===== src/hw/rtl/pdc_pkg.sv =====
// Shared constants, types and saturation helpers for the PID duty controller.
`timescale 1ns / 1ps
`default_nettype none
package pdc_pkg;

  localparam int unsigned CfgIdxW = 8;
  localparam int unsigned DivW    = 73;
  localparam int unsigned DivsW   = 33;
  localparam int unsigned MulW    = 34;

  localparam logic [CfgIdxW-1:0] RegGainProp     = 8'd0;
  localparam logic [CfgIdxW-1:0] RegGainIntegral = 8'd1;
  localparam logic [CfgIdxW-1:0] RegGainDeriv    = 8'd2;
  localparam logic [CfgIdxW-1:0] RegIntegLimit   = 8'd3;
  localparam logic [CfgIdxW-1:0] RegDerivTau     = 8'd4;
  localparam logic [CfgIdxW-1:0] RegDutyMin      = 8'd5;
  localparam logic [CfgIdxW-1:0] RegDutyMax      = 8'd6;
  localparam logic [CfgIdxW-1:0] RegSlewRate     = 8'd7;

  localparam logic signed [47:0] Max48 = 48'sh7FFF_FFFF_FFFF;
  localparam logic signed [47:0] Min48 = 48'sh8000_0000_0000;

  typedef logic signed [47:0] term_t;

  // signed result from sign and magnitude, saturated to 48 bits
  function automatic term_t sat_mag(input logic neg, input logic [79:0] m);
    term_t r;
    if (m >= 80'h8000_0000_0000) begin
      r = neg ? Min48 : Max48;
    end else begin
      r = neg ? -$signed(m[47:0]) : $signed(m[47:0]);
    end
    return r;
  endfunction

  // 52-bit signed sum saturated to 48 bits
  function automatic term_t sat_wide(input logic signed [51:0] v);
    term_t r;
    if (!v[51] && (v[50:47] != 4'h0)) begin
      r = Max48;
    end else if (v[51] && (v[50:47] != 4'hF)) begin
      r = Min48;
    end else begin
      r = v[47:0];
    end
    return r;
  endfunction

  function automatic logic signed [51:0] sx52(input term_t v);
    return {{4{v[47]}}, v};
  endfunction

endpackage
`default_nettype wire


===== src/hw/rtl/pdc_mul.sv =====
// Shared unsigned multiplier with registered product.
`timescale 1ns / 1ps
`default_nettype none
module pdc_mul import pdc_pkg::*; (
  input  wire logic                clk_i,
  input  wire logic [MulW-1:0]     a_i,
  input  wire logic [MulW-1:0]     b_i,
  output logic      [2*MulW-1:0]   prod_o
);
  logic [2*MulW-1:0] prod_q;

  always_ff @(posedge clk_i) begin
    prod_q <= a_i * b_i;
  end

  assign prod_o = prod_q;
endmodule
`default_nettype wire


===== config.mk =====
export PLATFORM = sky130hd
export DESIGN_NAME = pdc_mul
export DESIGN_NICKNAME = d
export VERILOG_FILES = /design/src/hw/rtl/pdc_pkg.sv /design/src/hw/rtl/pdc_mul.sv
export SDC_FILE = /design/constraint.sdc
export NUM_CORES = 2
export LEC_CHECK = 0
export BUFFER_PORTS_ARGS = -buffer_cell sky130_fd_sc_hd__buf_2
export CAP_MARGIN = 20
export CELL_PAD_IN_SITES_DETAIL_PLACEMENT = 0
export CELL_PAD_IN_SITES_GLOBAL_PLACEMENT = 1
export CORE_MARGIN = 5
export CORE_UTILIZATION = 56
export DETAILED_ROUTE_END_ITERATION = 12
export PLACE_DENSITY_LB_ADDON = 0.1
export SYNTH_ARGS = -nofsm -noshare
export SYNTH_HDL_FRONTEND = slang
export SYNTH_SLANG_ARGS = --single-unit

===== constraint.sdc =====
create_clock -name clk_i -period 10.7 [get_ports clk_i]
set_clock_uncertainty 0.1 [all_clocks]
set_input_delay 0.535 -clock clk_i [delete_from_list [all_inputs] [get_ports clk_i]]
set_output_delay 0.535 -clock clk_i [all_outputs]
set_load 0.005 [all_outputs]

==> results.toml <==
[die]
die_area_sq_um = 74600
pin_count = 137
rows = 96
die_y_um = 273
start_util = 0.565
core_area_sq_um = 68600
die_w_um = 273

[cells_and_area]
syn_to_final_growth_pct = 3.43
multi_input_area_sq_um = 32600
post-route-util = 0.584
drive_gt1_frac = 0.0452
layout.nets = 5591
regArea_sq_um = 1360
largest_register_ffs = 68
fillers = 6307

[critical_path]
cp.arrival_ns = 8.53
critPathLaunchType = "input port"
required_ns = 10.84
critical-path-top-delay-family = "adder cells"
path_max_fanout = 34
critPathMaxStageDelay_ns = 0.79
crit_type = "input port to flip-flop"
crit_path_end_kind = "flip-flop"
path_buf_inv = 6
cp_slowest_cell = "buf_2"
crit_path_frequent_cell = "fa_1"

[logic_synthesis]
synth_largest_area_cell = "fa_1"
synthTopCellsByCount = "inv_1, fa_1, nand2_1"
synth_compound_area_frac = 0.0373
synth.most_common_cell = "inv_1"
synth_xor_area_frac = 0.0149
async_reset_ff_frac = 0
synth_edf_count = 0
avgSynthCellArea_sq_um = 9.04
synth_simple_gate_area_frac = 0.169
ys_warn_count = 0
synthAdderAreaFrac = 0.619
ys.flop_type = "dfxtp_1"
ys_seq_area_frac = 0.0351
synthTopCellsByArea = "fa_1, inv_1, ha_1, and2_1, nand2_1"
yosys.area.top_type_share = 0.527
synth_seq_cells = 68
synth.distinct_cells = 65
synthCells = 4287
synth.area.mux_share = 0.000258
synth_fp_nets = 5660
synth_top_family_by_area = "adder cells"
synthesis.area_sq_um = 38800

[placement]
place_congestion = 0.892
place_hpwl_mm = 86.0
numPortBuffers = 136

[sta]
worst_hold_slack_ns = 0.732
final_max_slew_viol_count = 0
worst_slew_pin_slew_ns = 1.06
rsz0062_at_grt = "false"
final-setup-viol-count = 0
tns_ns = 0
min_period_over_period = 0.785
max_slew_margin = 0.294
fmax_mhz = 119
min_period_ns = 8.39
hold_viol_final = 0

[hold_path]
min_to = "prod_o[0]"
hold_class = "input port to flip-flop"
hold_depth = 3
holdCritStartpoint = "a_i[0]"

[job]
drv_cap = 0

[grt]
grt_max_degree = 35
track_usage = 0.308
first_global_vias = 30700
overflow = 0
grt_pass1_wl_mm = 176
antenna_found_initial = 7

[route]
dr.max_layer_used = "met5"
first_pass_iters = 5
post_drt_via_cell_ratio = 5.45
routedWlPerCell_um = 21.5
wl_met1_mm = 41.4
routed_wl_mm = 111
dr_wl_met2_mm = 56.8
drt_iter0_drc = 1631
dr_wl_met3_mm = 6.09
final_antenna_net_count = 0
num_vias = 28100
drc_errors = 0

[status]
status = "finished, final reports clean"

[cts]
cts_tree = "built"
cts_setup_buffers = 0
postCtsHoldBufs = 0
cts_max_path_buffers = 2
clk_pin_slew_ns = 0.07
cts_buffers = 9
post_cts_resized = 0
clkSinkCount = 68
cts_root_buf = "clkbuf_16"
htreeDepth = 3
[placed cells by master (no fill, tap or decap), types with 6 or more instances in the layout]
cell	instances
buf_2	136
a31oi_1	7
a21oi_1	77
xnor2_1	43
and2_1	504
a211oi_1	9
ha_1	284
xor2_1	23
clkbuf_16	9
a21o_1	21
nand2_1	729
o21bai_1	13
o21ai_0	44
nor2_1	53
nor2b_1	6
fa_1	1020
nand3_1	8
o21ai_1	17
nor3_1	12
inv_1	1029
nand4_1	20
dfxtp_1	68
buf_4	18
[layout make-up]
cell class                 instances  area share
clock buffer                      10     0.00596
antenna                            2    0.000125
clock inverter                     6     0.00178
tap                              931      0.0291
multi-input combinational       2956       0.812
timing repair buffer             154      0.0204
sequential                        68      0.0340
inverter                        1029      0.0964
[metal layers]
metal	vias up	track usage
met5	-	0
met4	4	0.138
met3	285	0.0359
met2	964	0.547
met1	14700	0.379
li1	12200	-
[cell families after synthesis]
kind of cell    Yosys count
compound gates          226
mux                       1
xor+xnor                 66
flops                    68
buf+inv                1263
simple gates           1359
fa+ha+maj              1304
[stage by stage]
stage / std cells / setup slack, ns / cell area, sq um
after global placement: 5138 / 2.13 / 39800
after global routing: 5155 / 1.97 / 40100
after detailed placement: 5138 / 2.11 / 39800
final: 5156 / 2.31 / 40100
after CTS: 5154 / 2.43 / 40100
after floorplan: 4287 / 3.40 / 38800
[worst max path at each step]
stage | to | from | cells after the start | slack, ns
2_1_floorplan | prod_o[66] | b_i[4] | 27 | 3.40
3_3_place_gp | prod_o[63] | a_i[25] | 26 | 2.13
3_5_place_dp | prod_o[67] | a_i[25] | 26 | 2.11
4_1_cts | prod_o[67] | a_i[25] | 26 | 2.43
5_1_grt | prod_o[62] | a_i[16] | 25 | 1.97
6_report | prod_o[66] | a_i[16] | 25 | 2.31
Power is not shown: default switching activity piles up to over one toggle a cycle in this logic, so the estimate is an artifact.
