**config.mk**
```make
export PLATFORM = sky130hd
export DESIGN_NAME = pdc_div
export DESIGN_NICKNAME = d
export VERILOG_FILES = /design/src/hw/rtl/pdc_pkg.sv /design/src/hw/rtl/pdc_div.sv
export SDC_FILE = /design/constraint.sdc
export NUM_CORES = 1
export LEC_CHECK = 0
export BUFFER_PORTS_ARGS = -buffer_cell sky130_fd_sc_hd__buf_2
export CAP_MARGIN = 20
export CORE_MARGIN = 8
export CORE_UTILIZATION = 49
export DETAILED_ROUTE_END_ITERATION = 6
export PLACE_DENSITY = 0.74
export SLEW_MARGIN = 20
export SYNTH_ARGS = -nofsm -noshare
export SYNTH_HDL_FRONTEND = slang
export SYNTH_SLANG_ARGS = --single-unit
```
**constraint.sdc**
```tcl
create_clock -name clk_i -period 2.7 [get_ports clk_i]
set_input_delay 0 -clock clk_i [delete_from_list [all_inputs] [get_ports clk_i]]
set_output_delay 0 -clock clk_i [all_outputs]
set_load 0.02 [all_outputs]
```
**src/hw/rtl/pdc_pkg.sv**
```systemverilog
// Shared constants, types and saturation helpers for the PID duty controller.
`timescale 1ns / 1ps
`default_nettype none
package pdc_pkg;

  localparam int unsigned CfgIdxW = 8;
  localparam int unsigned DivW    = 73;
  localparam int unsigned DivsW   = 33;
  localparam int unsigned MulW    = 34;

  localparam logic [CfgIdxW-1:0] RegGainProp     = 8'd0;
  localparam logic [CfgIdxW-1:0] RegGainIntegral = 8'd1;
  localparam logic [CfgIdxW-1:0] RegGainDeriv    = 8'd2;
  localparam logic [CfgIdxW-1:0] RegIntegLimit   = 8'd3;
  localparam logic [CfgIdxW-1:0] RegDerivTau     = 8'd4;
  localparam logic [CfgIdxW-1:0] RegDutyMin      = 8'd5;
  localparam logic [CfgIdxW-1:0] RegDutyMax      = 8'd6;
  localparam logic [CfgIdxW-1:0] RegSlewRate     = 8'd7;

  localparam logic signed [47:0] Max48 = 48'sh7FFF_FFFF_FFFF;
  localparam logic signed [47:0] Min48 = 48'sh8000_0000_0000;

  typedef logic signed [47:0] term_t;

  // signed result from sign and magnitude, saturated to 48 bits
  function automatic term_t sat_mag(input logic neg, input logic [79:0] m);
    term_t r;
    if (m >= 80'h8000_0000_0000) begin
      r = neg ? Min48 : Max48;
    end else begin
      r = neg ? -$signed(m[47:0]) : $signed(m[47:0]);
    end
    return r;
  endfunction

  // 52-bit signed sum saturated to 48 bits
  function automatic term_t sat_wide(input logic signed [51:0] v);
    term_t r;
    if (!v[51] && (v[50:47] != 4'h0)) begin
      r = Max48;
    end else if (v[51] && (v[50:47] != 4'hF)) begin
      r = Min48;
    end else begin
      r = v[47:0];
    end
    return r;
  endfunction

  function automatic logic signed [51:0] sx52(input term_t v);
    return {{4{v[47]}}, v};
  endfunction

endpackage
`default_nettype wire

```
**src/hw/rtl/pdc_div.sv**
```systemverilog
// Restoring divider, one quotient bit per cycle.
`timescale 1ns / 1ps
`default_nettype none
module pdc_div import pdc_pkg::*; (
  input  wire logic              clk_i,
  input  wire logic              rst_ni,
  input  wire logic              start_i,
  input  wire logic [DivW-1:0]   dividend_i,
  input  wire logic [DivsW-1:0]  divisor_i,
  output logic                   done_o,
  output logic      [DivW-1:0]   quot_o
);
  localparam int unsigned CntW = $clog2(DivW + 1);
  localparam logic [CntW-1:0] LastCnt = CntW'(DivW - 1);

  logic [DivsW-1:0] rem_q, rem_d;
  logic [DivW-1:0]  quo_q, quo_d;
  logic [DivsW-1:0] dvs_q;
  logic [CntW-1:0]  cnt_q;
  logic             busy_q, done_q;
  logic [DivsW:0]   trial;
  logic             qbit;

  always_comb begin
    trial = {rem_q, quo_q[DivW-1]};
    qbit  = (trial >= {1'b0, dvs_q});
    rem_d = qbit ? DivsW'(trial - {1'b0, dvs_q}) : trial[DivsW-1:0];
    quo_d = {quo_q[DivW-2:0], qbit};
  end

  always_ff @(posedge clk_i or negedge rst_ni) begin
    if (!rst_ni) begin
      busy_q <= 1'b0;
      done_q <= 1'b0;
      cnt_q  <= '0;
    end else begin
      done_q <= 1'b0;
      if (start_i) begin
        busy_q <= 1'b1;
        cnt_q  <= '0;
      end else if (busy_q) begin
        cnt_q <= cnt_q + 1'b1;
        if (cnt_q == LastCnt) begin
          busy_q <= 1'b0;
          done_q <= 1'b1;
        end
      end
    end
  end

  always_ff @(posedge clk_i) begin
    if (start_i) begin
      rem_q <= '0;
      quo_q <= dividend_i;
      dvs_q <= divisor_i;
    end else if (busy_q) begin
      rem_q <= rem_d;
      quo_q <= quo_d;
    end
  end

  assign done_o = done_q;
  assign quot_o = quo_q;
endmodule
`default_nettype wire

```
==> results of run 1 <==
[worst min-delay path by stage]
stage / from / to / slack (ns) / cells past startpoint
5_1_grt: start_i / rem_q[2]$_SDFFE_PP0P_ / 0.06 / 5
6_report: start_i / rem_q[2]$_SDFFE_PP0P_ / 0.05 / 5
3_3_place_gp: rst_ni / cnt_q[3]$_DFFE_PN0P_ / -0.14 / 1
4_1_cts: start_i / rem_q[2]$_SDFFE_PP0P_ / 0.05 / 5
3_5_place_dp: rst_ni / cnt_q[2]$_DFFE_PN0P_ / -0.14 / 1
2_1_floorplan: rst_ni / busy_q$_DFF_PN0_ / -0.30 / 0
[area by class of cell]
| cell class | instances | area share |
|---|---|---|
| flip-flops and latches | 148 | 0.358 |
| multi-input cells | 469 | 0.324 |
| repair buffers | 342 | 0.225 |
| clock buffers | 20 | 0.0401 |
| well taps | 216 | 0.0237 |
| inverters | 49 | 0.0162 |
| clock inverters | 12 | 0.0131 |
| diodes | 1 | 0.000220 |
[Yosys cell counts, types with 3 or more instances]
| master | n | area share |
|---|---|---|
| sky130_fd_sc_hd__a31oi_1 | 10 | 0.0080 |
| sky130_fd_sc_hd__dfxtp_1 | 33 | 0.084 |
| sky130_fd_sc_hd__o21a_1 | 3 | 0.0029 |
| sky130_fd_sc_hd__xnor2_1 | 19 | 0.021 |
| sky130_fd_sc_hd__buf_2 | 7 | 0.0045 |
| sky130_fd_sc_hd__nor2b_1 | 8 | 0.0064 |
| sky130_fd_sc_hd__and3_1 | 4 | 0.0032 |
| sky130_fd_sc_hd__edfxtp_1 | 106 | 0.41 |
| sky130_fd_sc_hd__clkbuf_1 | 17 | 0.0081 |
| sky130_fd_sc_hd__buf_1 | 5 | 0.0024 |
| sky130_fd_sc_hd__xor2_1 | 11 | 0.012 |
| sky130_fd_sc_hd__o21bai_1 | 3 | 0.0029 |
| sky130_fd_sc_hd__nand3_1 | 9 | 0.0057 |
| sky130_fd_sc_hd__a21o_1 | 11 | 0.011 |
| sky130_fd_sc_hd__inv_1 | 49 | 0.023 |
| sky130_fd_sc_hd__a21boi_0 | 3 | 0.0029 |
| sky130_fd_sc_hd__o31ai_1 | 4 | 0.0038 |
| sky130_fd_sc_hd__dfrtp_1 | 9 | 0.029 |
| sky130_fd_sc_hd__a21oi_1 | 52 | 0.033 |
| sky130_fd_sc_hd__ha_1 | 35 | 0.056 |
| sky130_fd_sc_hd__o22ai_1 | 4 | 0.0032 |
| sky130_fd_sc_hd__nand4_1 | 8 | 0.0064 |
| sky130_fd_sc_hd__nor2_1 | 60 | 0.029 |
| sky130_fd_sc_hd__a311oi_1 | 3 | 0.0033 |
| sky130_fd_sc_hd__o21ai_0 | 25 | 0.016 |
| sky130_fd_sc_hd__mux2i_1 | 12 | 0.015 |
| sky130_fd_sc_hd__a211oi_1 | 21 | 0.020 |
| sky130_fd_sc_hd__nor3_1 | 9 | 0.0057 |
| sky130_fd_sc_hd__nand2b_1 | 5 | 0.0040 |
| sky130_fd_sc_hd__mux2_2 | 73 | 0.10 |
| sky130_fd_sc_hd__a32oi_1 | 3 | 0.0033 |
| sky130_fd_sc_hd__nand2_1 | 34 | 0.016 |
[sequential cells by signal, indices dropped and copies added (netlist names)]
name / count
busy_q: 1
cnt_q: 7
rem_q: 33
quot_o: 73
dvs_q: 33
done_o: 1
[report_power, final]
| group | switching [W] | total, W | internal, W |
|---|---|---|---|
| logic | 0.000519 | 0.000984 | 0.000465 |
| clock network | 0.00101 | 0.00245 | 0.00143 |
| registers | 0.0000974 | 0.00272 | 0.00262 |
[cells in the final DEF, fill, tap and decap left out, drive strengths merged, types with 21 or more instances in the layout]
cell type / count
a211oi: 21
a21oi: 52
buf: 231
clkbuf: 23
dfxtp: 33
dlygate4sd3: 108
edfxtp: 106
ha: 35
inv: 52
mux2: 73
nand2: 34
nor2: 60
o21ai: 28
[stage by stage]
step | TNS (ns) | total power [W]
2_1_floorplan | -3.87 | 0.00323
3_3_place_gp | -0.490 | 0.00355
3_5_place_dp | -2.21 | 0.00357
4_1_cts | -0.782 | 0.00613
5_1_grt | -7.36 | 0.00636
6_report | -2.97 | 0.00615
[critical path, delay by kind of cell, from the launching register on]
family	cells	cell delay, ns
compound gates	5	1.06
fa+ha+maj	2	0.52
mux	2	0.43
flops	1	0.40
buf+inv	3	0.28
simple gates	1	0.05
[timing repair]
item	in CTS	in global routing
cloned	2	3
endpoints found under the hold margin	115	0
pin swaps	11	17
gates resized for setup	14	49
buffers inserted	5	5
endpoints found under the setup margin	34	34
hold buffers	108	0
[logic make-up (layout without fill, tap and decap cells)]
kind of cell | count (synthesis) | count (layout) | share of synthesized area
xor gates and xnor gates | 30 | 30 | 0.0335
buffers and inverters | 80 | 423 | 0.0405
muxes | 85 | 85 | 0.120
other | 0 | 1 | 0
adders and majority gates | 36 | 36 | 0.0583
and+or+nand+nor | 152 | 152 | 0.0913
AOI/OAI and AO/OA | 166 | 166 | 0.138
DFF | 148 | 148 | 0.518
[metal layers]
layer,track usage,wire length [um],vias to the layer above
met2,0.378,11400,281
li1,-,-,3230
met3,0.0839,2000,45
met1,0.268,9330,3208
met5,0,0,-
met4,0.0867,550,0
==> metrics.yaml, run 1 <==
critical_path:
  path_class: "flop to flop"
  crit_path_max_incr_delay_ns: 0.40
  crit_path_max_delay_cell_type: "sky130_fd_sc_hd__edfxtp_1"
  crit_path_arrival_time_ns: 3.16
  timing.reg2reg.worst_path_depth: 13
  r2r-end: "rem_q[18]$_SDFFE_PP0P_"
  r2r-start: "quot_o[72]$_DFFE_PP_"
  cp.required_ns: 3.00
  crit_path_cell_trace: "inv_1, ha_2, inv_2, fa_2, a21o_1, a221o_1, a22oi_2, a22oi_2, o21ai_4, buf_6, mux2_4, mux2i_1, nor2_1"
  worstSetupStartpointType: "flop"
  setup.reg_to_reg.worst_slack_ns: -0.16
  critical_path_peak_fanout: 4
  critPathMostFrequentCell: "sky130_fd_sc_hd__a22oi_2"
  worst_setup_path_end_kind: "flop"
  timing.critical_path.from: "quot_o[72]$_DFFE_PP_"
  endpoint: "rem_q[18]$_SDFFE_PP0P_"
synthesis:
  synth_cells: 697
  synth_cell_types: 64
  number_of_synthesized_flops_with_an_enable_pin: 106
  seq_area_frac_synth: 0.518
  synth.cell_area_mm2: 0.00785
  ys_warn_count: 0
  synth_area_per_cell_um2: 11.3
  yosys_register_bits: 148
  synth-main-ff-cell: "sky130_fd_sc_hd__edfxtp_1"
  ys_async_sr_fraction: 0.0608
  postSynthNetCount: 842
sta:
  final.setup.worst_slack_ns: -0.162
  period_needed_ns: 2.86
  hold_ws_ns: 0.0455
  final.period_utilization: 1.06
  finish_stage_setup_viols: 33
  worstMarginPinSlew_ns: 0.662
  achievable-frequency_mhz: 349
  max_slew_margin: 0.559
  grt_setup_unrepaired: "true"
  max_clock_skew_ns: 0.0130
  timing_max_transition_violations_final: 0
  timing_hold_violations_final: 0
grt:
  grt_start_max_net_pins: 92
  overflow: 0
  grt_antenna_before_repair: 1
  first_global_vias: 6993
  grt_pass1_wl_mm: 36.6
  grt_usage: 0.230
routing:
  wl_cell_um: 18.5
  detail_route.drc_violations: 0
  number_of_vias_in_the_routed_layout: 6764
  drt_iter0_drc: 483
  antenna_violating_nets_post_route: 0
  detail_route.vias_per_cell: 5.38
  detailedRoute.firstPassIterationCount: 5
  drt-total-wl_mm: 23.2
floorplan:
  die_outline_area_mm2: 0.0203
  core_area_mm2: 0.0158
  floorplan.die.width_um: 143
  top_level_ports: 183
  start_util: 0.498
  fp-row-count: 46
  die_height_um: 143
placement:
  number_of_port_buffers: 182
  detailedPlacementHpwl_mm: 14.4
  dpl_cell_area_mm2: 0.00927
  placed_cells: 1102
  gpl.final_weighted_congestion: 0.875
  dp_worst_slack_ns: -0.125
final_layout:
  area.growth.synth_to_final_pct: 44.9
  multi_input_area_mm2: 0.00369
  utilization: 0.722
  regArea_mm2: 0.00407
  final_cell_area_mm2: 0.0114
  fillCellCount: 1076
  layout.nets: 1172
  final_cell_count_no_fill: 1257
  post_route_cells_drive_above_1_share: 0.372
outcome:
  violations: "negative setup slack"
  run_status: "finished, violations left"
clocking:
  cts.path.max_buffers: 2
  clock_sinks: 148
  ctsRootBufferMaster: "sky130_fd_sc_hd__clkbuf_16"
  tritoncts: "built"
  tritoncts.num_buffers: 17
  cts.reportedPaths.clkPinSlew_ns: 0.06
  cts_htree_levels: 4
  insertion_delay_ns: 0.43
power:
  vdd.ir_drop.worst_mv: 0.461
  power_leakage_nw: 4.96
  power_density_mw_per_mm2: 541
min_path:
  worstHoldPathType: "primary input to flop"
job:
  maxCapViolations: 0
(Power assumes the default switching activity.)
==> inputs of run 2 (changes only) <==
- PLACE_DENSITY: 0.74 -> 0.85
- SETUP_SLACK_MARGIN: unset -> 0.1
==> metrics.yaml, run 2 (synthesized netlist as in run 1, its figures left out) <==
job:
  maxCapViolations: 0
floorplan:
  start_util: 0.498
  fp-row-count: 46
  top_level_ports: 183
  floorplan.die.width_um: 143
  core_area_mm2: 0.0158
  die_outline_area_mm2: 0.0203
  die_height_um: 143
sta:
  finish_stage_setup_viols: 28
  achievable-frequency_mhz: 352
  final.period_utilization: 1.05
  final_setup_tns_ns: -2.09
  timing_hold_violations_final: 0
  final.setup.worst_slack_ns: -0.140
  max_slew_margin: 0.394
  worstMarginPinSlew_ns: 0.910
  grt_setup_unrepaired: "true"
  period_needed_ns: 2.84
  max_clock_skew_ns: 0.0166
  timing_max_transition_violations_final: 0
  hold_ws_ns: 0.0498
routing:
  drt_iter0_drc: 457
  antenna_violating_nets_post_route: 0
  wl_cell_um: 19.2
  drt-total-wl_mm: 24.2
  detail_route.drc_violations: 0
  detailedRoute.firstPassIterationCount: 5
  detail_route.vias_per_cell: 5.51
  number_of_vias_in_the_routed_layout: 6937
placement:
  detailedPlacementHpwl_mm: 15.0
  number_of_port_buffers: 182
  gpl.final_weighted_congestion: 0.929
  placed_cells: 1100
  dpl_cell_area_mm2: 0.00919
critical_path:
  cp.required_ns: 2.99
  critical_path.n_buffers_inverters: 5
  crit_path_max_incr_delay_ns: 0.40
  crit_path_cell_trace: "inv_2, ha_4, inv_2, fa_2, a21o_1, a221o_1, a22oi_2, a22oi_2, o21ai_4, buf_6, buf_6, buf_12, mux2i_1, a211oi_1"
  critical-path-top-delay-family: "compound AO/OA/AOI/OAI gates"
  worstSetupStartpointType: "flop"
  path_class: "flop to flop"
  crit_path_arrival_time_ns: 3.13
  critical_path_peak_fanout: 5
  crit_path_max_delay_cell_type: "sky130_fd_sc_hd__edfxtp_1"
  worst_setup_path_end_kind: "flop"
power:
  power_density_mw_per_mm2: 535
  power_leakage_nw: 4.91
  vdd.ir_drop.worst_mv: 0.449
clocking:
  cts.reportedPaths.clkPinSlew_ns: 0.07
  ctsRootBufferMaster: "sky130_fd_sc_hd__clkbuf_16"
  tritoncts.num_buffers: 17
  tritoncts: "built"
  cts_htree_levels: 4
  cts.path.max_buffers: 2
  insertion_delay_ns: 0.43
  clock_sinks: 148
min_path:
  worstHoldPathType: "primary input to flop"
final_layout:
  layout.nets: 1174
  post_route_cells_drive_above_1_share: 0.366
  final_cell_count_no_fill: 1258
  final_cell_area_mm2: 0.0112
  utilization: 0.712
  flip_flop_count_of_the_largest_register_all_copies_and_words_added: 73
  fillCellCount: 1082
  area.growth.synth_to_final_pct: 43.1
  mostFrequentLayoutCell: "sky130_fd_sc_hd__buf_2"
  multi_input_area_mm2: 0.00362
  mostFrequentLayoutCells: "181 x sky130_fd_sc_hd__buf_2, 108 x sky130_fd_sc_hd__dlygate4sd3_1, 106 x sky130_fd_sc_hd__edfxtp_1"
  regArea_mm2: 0.00407
  insertedDiodeCount: 0
grt:
  grt_start_max_net_pins: 73
  overflow: 0
  grt_pass1_wl_mm: 37.4
  grt_usage: 0.234
  first_global_vias: 7280
  grt_antenna_before_repair: 0
outcome:
  violations: "negative setup slack"
  run_status: "finished, violations left"
run 2: per-layer routing:
| layer | up-vias | track usage | routed length [um] |
|---|---|---|---|
| met5 | - | 0 | 0 |
| met4 | 0 | 0.0951 | 740 |
| met3 | 71 | 0.0761 | 1860 |
| met2 | 332 | 0.394 | 12300 |
| met1 | 3290 | 0.269 | 9330 |
| li1 | 3244 | - | - |
run 2: path summary, 6_finish.rpt:
kind / startpoint / slack, ns / endpoint / depth (start not counted)
worst min register to register: rem_q[16]$_SDFFE_PP0P_ / 0.51 / rem_q[17]$_SDFFE_PP0P_ / 2
worst max-delay path: quot_o[72]$_DFFE_PP_ / -0.14 / rem_q[1]$_SDFFE_PP0P_ / 14
min in group asynchronous: rst_ni / 0.61 / cnt_q[5]$_DFFE_PN0P_ / 3
worst max register to register: quot_o[72]$_DFFE_PP_ / -0.14 / rem_q[1]$_SDFFE_PP0P_ / 14
max in group asynchronous: rst_ni / 1.79 / cnt_q[1]$_DFFE_PN0P_ / 3
worst min-delay path: start_i / 0.05 / dvs_q[6]$_DFFE_PP_ / 1
run 2: timing repair:
item / in CTS / in global routing
hold buffers: 108 / 0
cloned: 2 / 1
hold endpoints to repair: 115 / 0
endpoints found under the setup margin: 34 / 34
pin swaps: 13 / 13
gates resized for setup: 27 / 30
setup buffers: 11 / 5
run 2: worst reg2reg max path, stage by stage, from the launching register on:
cell and delay [ns]:
sky130_fd_sc_hd__edfxtp_1 0.40, sky130_fd_sc_hd__inv_2 0.08, sky130_fd_sc_hd__ha_4 0.12, sky130_fd_sc_hd__inv_2 0.03, sky130_fd_sc_hd__fa_2 0.33, sky130_fd_sc_hd__a21o_1 0.19
sky130_fd_sc_hd__a221o_1 0.34, sky130_fd_sc_hd__a22oi_2 0.22, sky130_fd_sc_hd__a22oi_2 0.12, sky130_fd_sc_hd__o21ai_4 0.23, sky130_fd_sc_hd__buf_6 0.15, sky130_fd_sc_hd__buf_6 0.10
sky130_fd_sc_hd__buf_12 0.11, sky130_fd_sc_hd__mux2i_1 0.19, sky130_fd_sc_hd__a211oi_1 0.09
run 2: per-stage QoR:
stage,total power (W),setup WS (ns)
3_5_place_dp,0.00357,-0.210
3_3_place_gp,0.00354,-0.0698
4_1_cts,0.00598,-0.0766
2_1_floorplan,0.00323,-0.174
5_1_grt,0.00622,-0.258
6_report,0.00601,-0.140
run 2: cell type report:
type	instances	area share
clock buffer	17	0.0379
tap	216	0.0241
inverter	49	0.0164
clock inverter	15	0.0121
timing repair buffer	344	0.225
multi-input combinational	469	0.322
sequential	148	0.362
run 2: report_power, final:
part,internal [W],leakage (nW),switching (W)
Clock,0.00122,0.271,0.00107
Combinational,0.000473,3.16,0.000530
Sequential,0.00262,1.48,0.000101
==> inputs of run 3 (changes only) <==
- CORE_UTILIZATION: 49 -> 55
- PLACE_DENSITY: 0.85 -> 0.91
- clock period: 2.7 -> 3.28 ns (I/O delays scaled with it)
==> metrics.yaml, run 3 (synthesized netlist as in run 1, its figures left out) <==
final_layout:
  layout.nets: 1132
  post_route_cells_drive_above_1_share: 0.310
  mostFrequentLayoutCells: "181 x sky130_fd_sc_hd__buf_2, 108 x sky130_fd_sc_hd__dlygate4sd3_1, 106 x sky130_fd_sc_hd__edfxtp_1"
  mostFrequentLayoutCell: "sky130_fd_sc_hd__buf_2"
  flip_flop_count_of_the_largest_register_all_copies_and_words_added: 73
  area.growth.synth_to_final_pct: 35.6
  final_cell_count_no_fill: 1181
clocking:
  cts.reportedPaths.clkPinSlew_ns: 0.06
  insertion_delay_ns: 0.43
  cts_htree_levels: 4
  tritoncts: "built"
  clock_sinks: 148
  ctsRootBufferMaster: "sky130_fd_sc_hd__clkbuf_16"
  tritoncts.num_buffers: 17
  cts.path.max_buffers: 2
power:
  power_density_mw_per_mm2: 469
  power_frac_seq: 0.450
  power_frac_clock: 0.393
  vdd.ir_drop.worst_mv: 0.539
  sw_frac_of_total: 0.279
  power_report.internal_total_w: 0.00360
  comb_power_share: 0.157
  power_leakage_nw: 4.63
  switching_component_of_the_power_w: 0.00139
min_path:
  worstHoldPathType: "primary input to flop"
routing:
  drt-total-wl_mm: 23.6
  detailedRoute.firstPassIterationCount: 7
  drt_iter0_drc: 602
  number_of_vias_in_the_routed_layout: 6813
  detail_route.vias_per_cell: 5.77
  detail_route.drc_violations: 1
  antenna_violating_nets_post_route: 0
  wl_cell_um: 20.0
sta:
  grt_setup_unrepaired: "false"
  period_needed_ns: 3.05
  timing_hold_violations_final: 0
  max_clock_skew_ns: 0.0178
  final.period_utilization: 0.929
  worstMarginPinSlew_ns: 0.939
  hold_ws_ns: 0.0504
  timing_max_transition_violations_final: 0
  achievable-frequency_mhz: 328
  finish_stage_setup_viols: 0
  final_setup_tns_ns: 0
  max_slew_margin: 0.374
outcome:
  run_status: "finished, violations left"
  violations: "design-rule violations"
floorplan:
  core_area_mm2: 0.0139
  floorplan.die.width_um: 135
  fp-row-count: 43
  die_height_um: 135
  die_outline_area_mm2: 0.0184
  start_util: 0.563
  top_level_ports: 183
critical_path:
  crit_path_cell_trace: "inv_1, ha_1, inv_1, fa_2, a21o_1, a221o_1, a22oi_2, a22oi_2, o21ai_4, mux2_2, mux2i_1, nor2_1"
  worstSetupStartpointType: "flop"
  path_class: "flop to flop"
  cp.required_ns: 3.57
  crit_path_arrival_time_ns: 3.34
  critical_path.n_buffers_inverters: 2
  critical_path_peak_fanout: 7
  crit_path_max_delay_cell_type: "sky130_fd_sc_hd__edfxtp_1"
  critical-path-top-delay-family: "compound AO/OA/AOI/OAI gates"
  worst_setup_path_end_kind: "flop"
  crit_path_max_incr_delay_ns: 0.41
placement:
  number_of_port_buffers: 182
  placed_cells: 1037
  detailedPlacementHpwl_mm: 14.9
  gpl.final_weighted_congestion: 0.923
grt:
  grt_usage: 0.258
  grt_start_max_net_pins: 74
  first_global_vias: 7095
  grt_pass1_wl_mm: 37.1
  grt_antenna_before_repair: 1
  overflow: 0
job:
  maxCapViolations: 0
-- run 3: path summary, 6_finish.rpt --
path | cells past startpoint | end | slack, ns | startpoint
worst max-delay path | 12 | rem_q[18]$_SDFFE_PP0P_ | 0.23 | quot_o[72]$_DFFE_PP_
worst min-delay path | 1 | dvs_q[16]$_DFFE_PP_ | 0.05 | start_i
worst max register to register | 12 | rem_q[18]$_SDFFE_PP0P_ | 0.23 | quot_o[72]$_DFFE_PP_
worst min register to register | 2 | rem_q[11]$_SDFFE_PP0P_ | 0.51 | rem_q[11]$_SDFFE_PP0P_
max in group asynchronous | 3 | done_o$_DFF_PN0_ | 2.32 | rst_ni
min in group asynchronous | 3 | cnt_q[3]$_DFFE_PN0P_ | 0.62 | rst_ni
-- run 3: metrics by stage --
step	total power, W	setup WS [ns]	instance area [um^2]	utilization
2_1_floorplan	0.00266	0.341	7850	-
4_1_cts	0.00496	0.198	10600	0.760
3_3_place_gp	0.00289	0.327	8930	0.641
3_5_place_dp	0.00292	0.225	8930	0.641
6_report	0.00499	0.231	10600	0.764
5_1_grt	0.00515	0.117	10600	0.764
-- run 3: worst reg2reg max path, stage by stage, from the launching register on --
cell and delay (ns):
sky130_fd_sc_hd__edfxtp_1 0.41, sky130_fd_sc_hd__inv_1 0.08, sky130_fd_sc_hd__ha_1 0.18, sky130_fd_sc_hd__inv_1 0.08, sky130_fd_sc_hd__fa_2 0.35, sky130_fd_sc_hd__a21o_1 0.20, sky130_fd_sc_hd__a221o_1 0.39, sky130_fd_sc_hd__a22oi_2 0.25
sky130_fd_sc_hd__a22oi_2 0.13, sky130_fd_sc_hd__o21ai_4 0.30, sky130_fd_sc_hd__mux2_2 0.37, sky130_fd_sc_hd__mux2i_1 0.13, sky130_fd_sc_hd__nor2_1 0.06
-- run 3: layout make-up --
class / instances / area (um^2)
Fill cell: 854 / 3290
Clock buffer: 17 / 425
Multi-Input combinational cell: 469 / 3470
Inverter: 49 / 184
Sequential cell: 148 / 4070
Antenna cell: 1 / 2.50
Timing Repair Buffer: 302 / 2110
Tap cell: 180 / 225
Clock inverter: 15 / 160
-- run 3: what timing repair did --
action                                  in CTS  in global routing
hold buffers                               108                  0
resized for setup                            0                  7
endpoints found under the setup margin       0                 27
endpoints found under the hold margin      115                  0
buffers inserted                             0                  3
-- run 3: power by group through the flow --
stage | sequential [W] | combinational (W) | clock (W)
CTS | 0.00223 | 0.000757 | 0.00197
global placement | 0.00226 | 0.000631 | 0
floorplan | 0.00238 | 0.000281 | 0
detailed placement | 0.00227 | 0.000649 | 0
finish | 0.00225 | 0.000782 | 0.00196
global route | 0.00226 | 0.000836 | 0.00206
-- run 3: metal layers --
layer / routed length [um] / track usage
met3: 2110 / 0.0768
met1: 8930 / 0.297
met2: 11900 / 0.442
met5: 0 / 0
met4: 686 / 0.101
